===== src/design/i2cms_pkg.sv =====
// Shared types, codes and constants for the I2C master transfer sequencer.
package i2cms_pkg;

   localparam int LEN_BITS_DEFAULT = 16;
   localparam int REQ_TDATA_W      = 48;
   localparam int REQ_TUSER_W      = 2;
   localparam int RSP_TDATA_W      = 48;

   typedef enum logic [1:0] {
      ACT_POLL  = 2'd0,
      ACT_WRITE = 2'd1,
      ACT_READ  = 2'd2
   } action_type;

   typedef enum logic [3:0] {
      TOP_INIT  = 4'b0001,
      TOP_IDLE  = 4'b0010,
      TOP_WRITE = 4'b0100,
      TOP_READ  = 4'b1000
   } top_phase_type;

   typedef enum logic [5:0] {
      SUB_IDLE  = 6'b000001,
      SUB_START = 6'b000010,
      SUB_ADDR  = 6'b000100,
      SUB_CHECK = 6'b001000,
      SUB_DATA  = 6'b010000,
      SUB_WAIT  = 6'b100000
   } sub_phase_type;

   typedef enum logic [1:0] {
      STAT_IDLE = 2'd0,
      STAT_BUSY = 2'd1,
      STAT_OK   = 2'd2,
      STAT_ERR  = 2'd3
   } status_type;

   typedef enum logic [1:0] {
      ACK_KEEP    = 2'd0,
      ACK_ENABLE  = 2'd1,
      ACK_DISABLE = 2'd2
   } ack_ctrl_type;

   localparam logic [7:0] READ_BIT = 8'h01;

   typedef struct packed {
      action_type  action;
      logic [7:0]  target_addr;
      logic [15:0] xfer_length;
      logic        start_flag;
      logic        addr_flag;
      logic        nack_flag;
      logic        tx_empty;
      logic        rx_ready;
      logic [7:0]  rx_data;
      logic [7:0]  tx_byte;
   } req_item_type;

   typedef struct packed {
      logic         accepted;
      status_type   status;
      ack_ctrl_type ack_ctrl;
      logic         gen_start;
      logic         gen_stop;
      logic         write_valid;
      logic [7:0]   write_byte;
      logic         clear_nack;
      logic         clear_addr;
      logic         store_valid;
      logic [7:0]   store_byte;
      logic [15:0]  byte_pos;
   } rsp_item_type;

endpackage


===== src/design/i2c_master_transfer_sequencer_top.sv =====
// Top level of the I2C master transfer sequencer.
//
//   Channel   Direction   Handshake              Payload
//   req_      in          req_tvalid/req_tready  req_tdata, req_tuser (action)
//   rsp_      out         rsp_tvalid/rsp_tready  rsp_tdata
//
// Every transaction yields exactly one response, which passes through the input register
// and then the result register; rsp_tvalid presents it once the result register is free.
// One transaction is taken per cycle as long as the response side keeps up.
// The input register and the result register each hold one transaction.
// Reset returns the sequencer to its initial phase, which the first poll leaves.
// A stalled response holds the result register and, once the input register is full,
// holds req_tready low.
module i2c_master_transfer_sequencer_top #(
   parameter int LEN_BITS = i2cms_pkg::LEN_BITS_DEFAULT
) (
   input  logic                              clock,
   input  logic                              reset,
   input  logic                              req_tvalid,
   output logic                              req_tready,
   // target_addr[7:0], xfer_length[23:8], start_flag[24], addr_flag[25],
   // nack_flag[26], tx_empty[27], rx_ready[28], rx_data[36:29], tx_byte[44:37]
   input  logic [i2cms_pkg::REQ_TDATA_W-1:0] req_tdata,
   // action[1:0]
   input  logic [i2cms_pkg::REQ_TUSER_W-1:0] req_tuser,
   output logic                              rsp_tvalid,
   input  logic                              rsp_tready,
   // accepted[0], status[2:1], ack_ctrl[4:3], gen_start[5], gen_stop[6],
   // write_valid[7], write_byte[15:8], clear_nack[16], clear_addr[17],
   // store_valid[18], store_byte[26:19], byte_pos[42:27]
   output logic [i2cms_pkg::RSP_TDATA_W-1:0] rsp_tdata
);
   import i2cms_pkg::*;

   logic         item_valid;
   req_item_type item;
   rsp_item_type result;
   logic         slot_free;
   logic         step;

   assign step = item_valid && slot_free;

   i2cms_in_stage u_in_stage (
      .clock      (clock),
      .reset      (reset),
      .req_tvalid (req_tvalid),
      .req_tready (req_tready),
      .req_tdata  (req_tdata),
      .req_tuser  (req_tuser),
      .take       (step),
      .item_valid (item_valid),
      .item       (item)
   );

   i2cms_seq_core #(
      .LEN_BITS (LEN_BITS)
   ) u_seq_core (
      .clock  (clock),
      .reset  (reset),
      .step   (step),
      .item   (item),
      .result (result)
   );

   i2cms_out_stage u_out_stage (
      .clock      (clock),
      .reset      (reset),
      .step       (step),
      .result     (result),
      .slot_free  (slot_free),
      .rsp_tvalid (rsp_tvalid),
      .rsp_tready (rsp_tready),
      .rsp_tdata  (rsp_tdata)
   );

endmodule


===== src/design/i2cms_in_stage.sv =====
// Input register stage that holds one request transaction for the sequencer core.
module i2cms_in_stage (
   input  logic                             clock,
   input  logic                             reset,
   input  logic                             req_tvalid,
   output logic                             req_tready,
   input  logic [i2cms_pkg::REQ_TDATA_W-1:0] req_tdata,
   input  logic [i2cms_pkg::REQ_TUSER_W-1:0] req_tuser,
   input  logic                             take,
   output logic                             item_valid,
   output i2cms_pkg::req_item_type          item
);
   import i2cms_pkg::*;

   logic         valid_ff;
   logic         valid_in;
   req_item_type item_ff;
   logic         load;

   assign req_tready = !valid_ff || take;
   assign load       = req_tvalid && req_tready;

   always_comb begin
      if (load) begin
         valid_in = 1'b1;
      end else if (take) begin
         valid_in = 1'b0;
      end else begin
         valid_in = valid_ff;
      end
   end

   always_ff @(posedge clock) begin
      if (reset) begin
         valid_ff <= 1'b0;
      end else begin
         valid_ff <= valid_in;
      end
   end

   always_ff @(posedge clock) begin
      if (load) begin
         item_ff.action      <= action_type'(req_tuser[1:0]);
         item_ff.target_addr <= req_tdata[7:0];
         item_ff.xfer_length <= req_tdata[23:8];
         item_ff.start_flag  <= req_tdata[24];
         item_ff.addr_flag   <= req_tdata[25];
         item_ff.nack_flag   <= req_tdata[26];
         item_ff.tx_empty    <= req_tdata[27];
         item_ff.rx_ready    <= req_tdata[28];
         item_ff.rx_data     <= req_tdata[36:29];
         item_ff.tx_byte     <= req_tdata[44:37];
      end
   end

   assign item_valid = valid_ff;
   assign item       = item_ff;

endmodule


===== src/design/i2cms_seq_core.sv =====
// Transfer state machine that turns one request or poll into one command set.
module i2cms_seq_core #(
   parameter int LEN_BITS = i2cms_pkg::LEN_BITS_DEFAULT
) (
   input  logic                    clock,
   input  logic                    reset,
   input  logic                    step,
   input  i2cms_pkg::req_item_type item,
   output i2cms_pkg::rsp_item_type result
);
   import i2cms_pkg::*;

   localparam int CopyBits = (LEN_BITS < 16) ? LEN_BITS : 16;
   localparam logic [LEN_BITS-1:0] LenOne = LEN_BITS'(1);

   top_phase_type       top_phase_ff, top_phase_in;
   sub_phase_type       sub_phase_ff, sub_phase_in;
   logic [7:0]          slave_addr_ff, slave_addr_in;
   logic [LEN_BITS-1:0] total_len_ff, total_len_in;
   logic [LEN_BITS-1:0] done_count_ff, done_count_in;
   logic [LEN_BITS-1:0] tlen;
   logic [LEN_BITS-1:0] count_inc;
   logic [LEN_BITS-1:0] pos;
   logic                fin;
   status_type          fin_status;

   assign count_inc = done_count_ff + LenOne;

   always_comb begin
      tlen = '0;
      tlen[CopyBits-1:0] = item.xfer_length[CopyBits-1:0];
   end

   always_comb begin
      top_phase_in  = top_phase_ff;
      sub_phase_in  = sub_phase_ff;
      slave_addr_in = slave_addr_ff;
      total_len_in  = total_len_ff;
      done_count_in = done_count_ff;
      fin           = 1'b0;
      fin_status    = STAT_OK;
      result        = '0;
      case (item.action)
         ACT_WRITE, ACT_READ: begin
            if (top_phase_ff == TOP_IDLE && sub_phase_ff == SUB_IDLE && tlen != '0) begin
               result.accepted = 1'b1;
               slave_addr_in   = item.target_addr;
               total_len_in    = tlen;
               done_count_in   = '0;
               top_phase_in    = (item.action == ACT_WRITE) ? TOP_WRITE : TOP_READ;
               sub_phase_in    = SUB_START;
            end
         end
         ACT_POLL: begin
            case (top_phase_ff)
               TOP_INIT: begin
                  top_phase_in = TOP_IDLE;
                  sub_phase_in = SUB_IDLE;
               end
               TOP_WRITE: begin
                  case (sub_phase_ff)
                     SUB_START: begin
                        result.ack_ctrl  = ACK_ENABLE;
                        result.gen_start = 1'b1;
                        sub_phase_in     = SUB_ADDR;
                     end
                     SUB_ADDR: begin
                        if (item.start_flag) begin
                           result.write_valid = 1'b1;
                           result.write_byte  = slave_addr_ff;
                           sub_phase_in       = SUB_CHECK;
                        end
                     end
                     SUB_CHECK: begin
                        if (item.addr_flag) begin
                           result.clear_addr = 1'b1;
                           done_count_in     = '0;
                           if (item.nack_flag) begin
                              result.gen_stop   = 1'b1;
                              result.clear_nack = 1'b1;
                              fin               = 1'b1;
                              fin_status        = STAT_ERR;
                           end else begin
                              sub_phase_in = SUB_DATA;
                           end
                        end
                     end
                     SUB_DATA: begin
                        result.write_valid = 1'b1;
                        result.write_byte  = item.tx_byte;
                        done_count_in      = count_inc;
                        sub_phase_in       = SUB_WAIT;
                     end
                     SUB_WAIT: begin
                        if (!item.tx_empty) begin
                           if (item.nack_flag) begin
                              result.gen_stop   = 1'b1;
                              result.clear_nack = 1'b1;
                              fin               = 1'b1;
                              fin_status        = STAT_ERR;
                           end
                        end else if (done_count_ff == total_len_ff) begin
                           result.gen_stop = 1'b1;
                           fin             = 1'b1;
                        end else begin
                           sub_phase_in = SUB_DATA;
                        end
                     end
                     SUB_IDLE: begin
                        fin = 1'b1;
                     end
                     default: begin
                        fin        = 1'b1;
                        fin_status = STAT_ERR;
                     end
                  endcase
               end
               TOP_READ: begin
                  case (sub_phase_ff)
                     SUB_START: begin
                        result.ack_ctrl  = ACK_ENABLE;
                        result.gen_start = 1'b1;
                        sub_phase_in     = SUB_ADDR;
                     end
                     SUB_ADDR: begin
                        if (item.start_flag) begin
                           result.write_valid = 1'b1;
                           result.write_byte  = slave_addr_ff | READ_BIT;
                           sub_phase_in       = SUB_CHECK;
                        end
                     end
                     SUB_CHECK: begin
                        if (item.addr_flag) begin
                           result.clear_addr = 1'b1;
                           if (total_len_ff == LenOne) begin
                              result.ack_ctrl = ACK_DISABLE;
                              result.gen_stop = 1'b1;
                           end
                           done_count_in = '0;
                           sub_phase_in  = SUB_DATA;
                        end
                     end
                     SUB_DATA: begin
                        if (item.rx_ready) begin
                           result.store_valid = 1'b1;
                           result.store_byte  = item.rx_data;
                           done_count_in      = count_inc;
                           if (count_inc == total_len_ff) begin
                              fin = 1'b1;
                           end else if (count_inc == total_len_ff - LenOne) begin
                              result.ack_ctrl = ACK_DISABLE;
                              result.gen_stop = 1'b1;
                           end
                        end
                     end
                     SUB_IDLE: begin
                        fin = 1'b1;
                     end
                     default: begin
                        fin        = 1'b1;
                        fin_status = STAT_ERR;
                     end
                  endcase
               end
               default: begin
               end
            endcase
         end
         default: begin
         end
      endcase

      if (fin) begin
         top_phase_in  = TOP_IDLE;
         sub_phase_in  = SUB_IDLE;
         result.status = fin_status;
      end else if (top_phase_in == TOP_IDLE) begin
         result.status = STAT_IDLE;
      end else begin
         result.status = STAT_BUSY;
      end

      pos = result.store_valid ? done_count_ff : done_count_in;
      result.byte_pos = '0;
      result.byte_pos[CopyBits-1:0] = pos[CopyBits-1:0];
   end

   always_ff @(posedge clock) begin
      if (reset) begin
         top_phase_ff  <= TOP_INIT;
         sub_phase_ff  <= SUB_IDLE;
         slave_addr_ff <= '0;
         total_len_ff  <= '0;
         done_count_ff <= '0;
      end else if (step) begin
         top_phase_ff  <= top_phase_in;
         sub_phase_ff  <= sub_phase_in;
         slave_addr_ff <= slave_addr_in;
         total_len_ff  <= total_len_in;
         done_count_ff <= done_count_in;
      end
   end

endmodule


===== src/design/i2cms_out_stage.sv =====
// Result register that holds one response transaction until the sink takes it.
module i2cms_out_stage (
   input  logic                              clock,
   input  logic                              reset,
   input  logic                              step,
   input  i2cms_pkg::rsp_item_type           result,
   output logic                              slot_free,
   output logic                              rsp_tvalid,
   input  logic                              rsp_tready,
   output logic [i2cms_pkg::RSP_TDATA_W-1:0] rsp_tdata
);
   import i2cms_pkg::*;

   logic         valid_ff;
   logic         valid_in;
   rsp_item_type result_ff;

   assign slot_free = !valid_ff || rsp_tready;

   always_comb begin
      if (step) begin
         valid_in = 1'b1;
      end else if (rsp_tready) begin
         valid_in = 1'b0;
      end else begin
         valid_in = valid_ff;
      end
   end

   always_ff @(posedge clock) begin
      if (reset) begin
         valid_ff <= 1'b0;
      end else begin
         valid_ff <= valid_in;
      end
   end

   always_ff @(posedge clock) begin
      if (step) begin
         result_ff <= result;
      end
   end

   assign rsp_tvalid = valid_ff;
   assign rsp_tdata  = {5'b0, result_ff.byte_pos, result_ff.store_byte,
                        result_ff.store_valid, result_ff.clear_addr, result_ff.clear_nack,
                        result_ff.write_byte, result_ff.write_valid, result_ff.gen_stop,
                        result_ff.gen_start, result_ff.ack_ctrl, result_ff.status,
                        result_ff.accepted};

endmodule


===== config.mk =====
export PLATFORM = sky130hd
export DESIGN_NAME = i2c_master_transfer_sequencer_top
export DESIGN_NICKNAME = d
export VERILOG_FILES = /design/src/design/i2cms_pkg.sv /design/src/design/i2c_master_transfer_sequencer_top.sv /design/src/design/i2cms_in_stage.sv /design/src/design/i2cms_seq_core.sv /design/src/design/i2cms_out_stage.sv
export SDC_FILE = /design/constraint.sdc
export NUM_CORES = 1
export LEC_CHECK = 0
export BUFFER_PORTS_ARGS = -buffer_cell sky130_fd_sc_hd__buf_4
export CORE_MARGIN = 3
export CORE_UTILIZATION = 45
export DETAILED_ROUTE_END_ITERATION = 10
export GPL_ROUTABILITY_DRIVEN = 1
export PLACE_DENSITY_LB_ADDON = 0.1
export RECOVER_POWER = 25
export SLEW_MARGIN = 20
export SYNTH_ARGS = -nofsm -noshare
export SYNTH_HDL_FRONTEND = slang
export SYNTH_SLANG_ARGS = --single-unit

===== constraint.sdc =====
create_clock -name clock -period 3.3 [get_ports clock]
set_clock_uncertainty 0.15 [all_clocks]
set_input_delay 0.33 -clock clock [delete_from_list [all_inputs] [get_ports clock]]
set_output_delay 0.33 -clock clock [all_outputs]
set_load 0.01 [all_outputs]

==> out/metrics.cfg <==
[job]
cap_violations=0

[worst_setup_path]
crit_required_ps=3380
slowest_delay_ps=470
cp_slowest_cell=or4b_1
arrival_ps=3300
path_cells=inv_1 -> ha_2 -> or3b_4 -> or4_4 -> and3_4 -> or4b_1 -> or4_4 -> a2111oi_2
crit_top_cell=or4_4
cp_max_fo=3
cp-end-kind=register
r2r_setup_slack_ps=80
setup.worst_path.start_class=register
crit_type=register to register

[yosys]
async_flop_share=0
synth.ff_latch_count=142
yosysMostFrequentCell=nor2_1
seq_area_frac_synth=0.4974
synthCells=760
yosys-top-cells-area=edfxtp_1 36%, dfxtp_1 14%, nor2_1 4.6%
synth_top_cell_area_share=0.3591
synth_edf_count=90
netlist_area_um2=7526
ys_warn_count=0
syn_area_per_cell_um2=9.903
synth_flop_cell=edfxtp_1
yosys-top-cells-count=93 x nor2_1, 90 x edfxtp_1, 52 x dfxtp_1
yosysUniqueCellTypes=75
synth_top_area_cell=edfxtp_1

[power_and_ir_drop]
power_switching_uw=1014
power_frac_clock=0.456
p_leak_uw=0.003878
cellInternalPower_uw=3255
p_comb_frac=0.078
ir_worst_vdd_mv=0.4442
powerDensity_nw_per_um2=425.6
sw_frac_of_total=0.2375
share_seq_of_total_power=0.466

[cells_and_area]
diodes=0
design_area_um2=10030
syn2layout_area_growth_pct=33.27
post-route-util=0.6224
drive_gt1_frac=0.2374
fin_cells=1185
nets=1016

[sta]
min_period_ps=3217
report.final.slew_viol_count=0
max_slew_margin=0.4671
setup_viol=0
hold_viol=0
fin_ws_ps=83.37
finalCritPeriodShare=0.9747
fmaxAchievable_mhz=310.9
rsz0062_at_grt=true
max_slew.worst_pin.slew_ps=799.3
tns_ps=0

[route]
wl_per_cell_um=18.83
vias=6814
viasPerCell=5.750
routed_wl_um=22310
drt-pass1-iter-count=7
drt-initial-drc-count=647
drtAntennaViolNets=0
drc=0

[floorplanning]
ios=104
die_y_um=135.3
dieArea_um2=18310
initial_core_util=0.4670
fp-row-count=46
die_x_um=135.3
core_area_um2=16120

[cts]
clock_sinks=142
clk_pin_slew_ps=70
cts_tree=done
ctsHtreeMaxLevel=4
cts_setup_buffers=0
clock_latency_ps=430
clk_root_buffer_cell=clkbuf_16
cts_buffers=17
cts.path.max_buffers=2

[grt]
antenna_found_initial=0
grt_overflow=0
grt_pass1_wl_um=35080
grt_usage=0.2468
grt_pass1_vias=6647
grt_max_degree=52

[placement]
dpl.hpwl_um=16070
gp_congestion=0.9958
place_inst=1105
dpl_cell_area_um2=8969
port_buffers=95
post-place-ws_ps=-23.42

[worst_hold_path]
hold_path_class=primary input to register

[outcome]
status=completed

## what timing repair did
action                     in CTS  in global routing
gates resized for setup         5                 11
hold buffers                   48                  0
setup endpoints to repair       3                  9
hold endpoints to repair       48                  0
## routing by layer
metal | wire, um | vias to the layer above | GRT usage | part of all wire
met5 | 0 | - | 0 | 0
met4 | 530 | 0 | 0.08847 | 0.024
met3 | 1652 | 39 | 0.06501 | 0.074
met2 | 10700 | 299 | 0.4038 | 0.48
met1 | 9432 | 3231 | 0.3170 | 0.42
li1 | - | 3245 | - | -
## power by group through the flow
stage / Clock [uW] / Sequential [uW] / Combinational, uW
2_1_floorplan: 0 / 2030 / 139
3_3_place_gp: 0 / 2020 / 290
3_5_place_dp: 0 / 2020 / 294
4_1_cts: 1980 / 1990 / 340
5_1_grt: 2070 / 1990 / 363
6_report: 1950 / 1990 / 334
## worst paths after layout
| path | startpoint | end | cells past startpoint |
|---|---|---|---|
| worst min register to register | u_in_stage.item[38] | u_seq_core.slave_addr_ff[1] | 2 |
| worst min-delay path | rsp_tready | u_out_stage.rsp_tvalid | 4 |
| worst max register to register | u_seq_core.total_len_ff[1] | u_out_stage.rsp_tdata[4] | 8 |
| worst max-delay path | u_seq_core.total_len_ff[1] | u_out_stage.rsp_tdata[4] | 8 |
## state kept, by name (all words and copies together) (netlist names)
signal	flops
u_seq_core.top_phase_ff	4
u_in_stage.item	47
u_out_stage.rsp_tdata	43
u_seq_core.slave_addr_ff	8
u_seq_core.sub_phase_ff	6
u_out_stage.rsp_tvalid	1
u_in_stage.item_valid	1
u_seq_core.total_len_ff	16
u_seq_core.done_count_ff	16
## cell type report
type / count / area, um^2
multi-input combinational: 544 / 3533
tap: 216 / 270.3
sequential: 142 / 3746
timing repair buffer: 234 / 1818
inverter: 17 / 63.81
clock inverter: 14 / 168.9
clock buffer: 18 / 429.2
fill: 1340 / 6086
## kinds of logic (layout without fill, tap and decap cells)
family,count (synthesis),after routing,synth area share
AND/OR/NAND/NOR,301,301,0.2055
AO/OA/AOI/OAI,161,161,0.1493
flip-flops,142,142,0.4974
buffers and inverters,78,283,0.04306
XOR/XNOR,38,38,0.04971
multiplexers,33,33,0.04456
adder cells (fa/ha/maj),6,6,0.009975
other,1,5,0.0004983
## placed cells by master, fill, tap and decap left out, types with 20 or more instances in the layout
| master | instances |
|---|---|
| buf_4 | 119 |
| nor2_1 | 93 |
| edfxtp_1 | 90 |
| dfxtp_1 | 50 |
| nand2_1 | 49 |
| dlygate4sd3_1 | 48 |
| clkbuf_4 | 47 |
| a21oi_1 | 34 |
| mux2i_1 | 29 |
| xnor2_1 | 27 |
| nand3_1 | 25 |
| o21ai_0 | 23 |
| nand4_1 | 20 |
| clkbuf_1 | 20 |
## per-stage QoR
step	total power, uW	hold slack (ps)
CTS	4310	54.07
global route	4423	129.4
floorplan	2165	278.9
detailed placement	2318	329.6
global placement	2313	313.9
finish	4269	79.38
## worst max-delay path: cells and delay by family, from the launching register on
family	cells	cell delay (ps)
and+or+nand+nor	5	1920
buffers and inverters	1	80
DFF	1	320
AOI/OAI and AO/OA	1	350
adders and majority gates	1	190
Power figures use the tool's default switching activity.
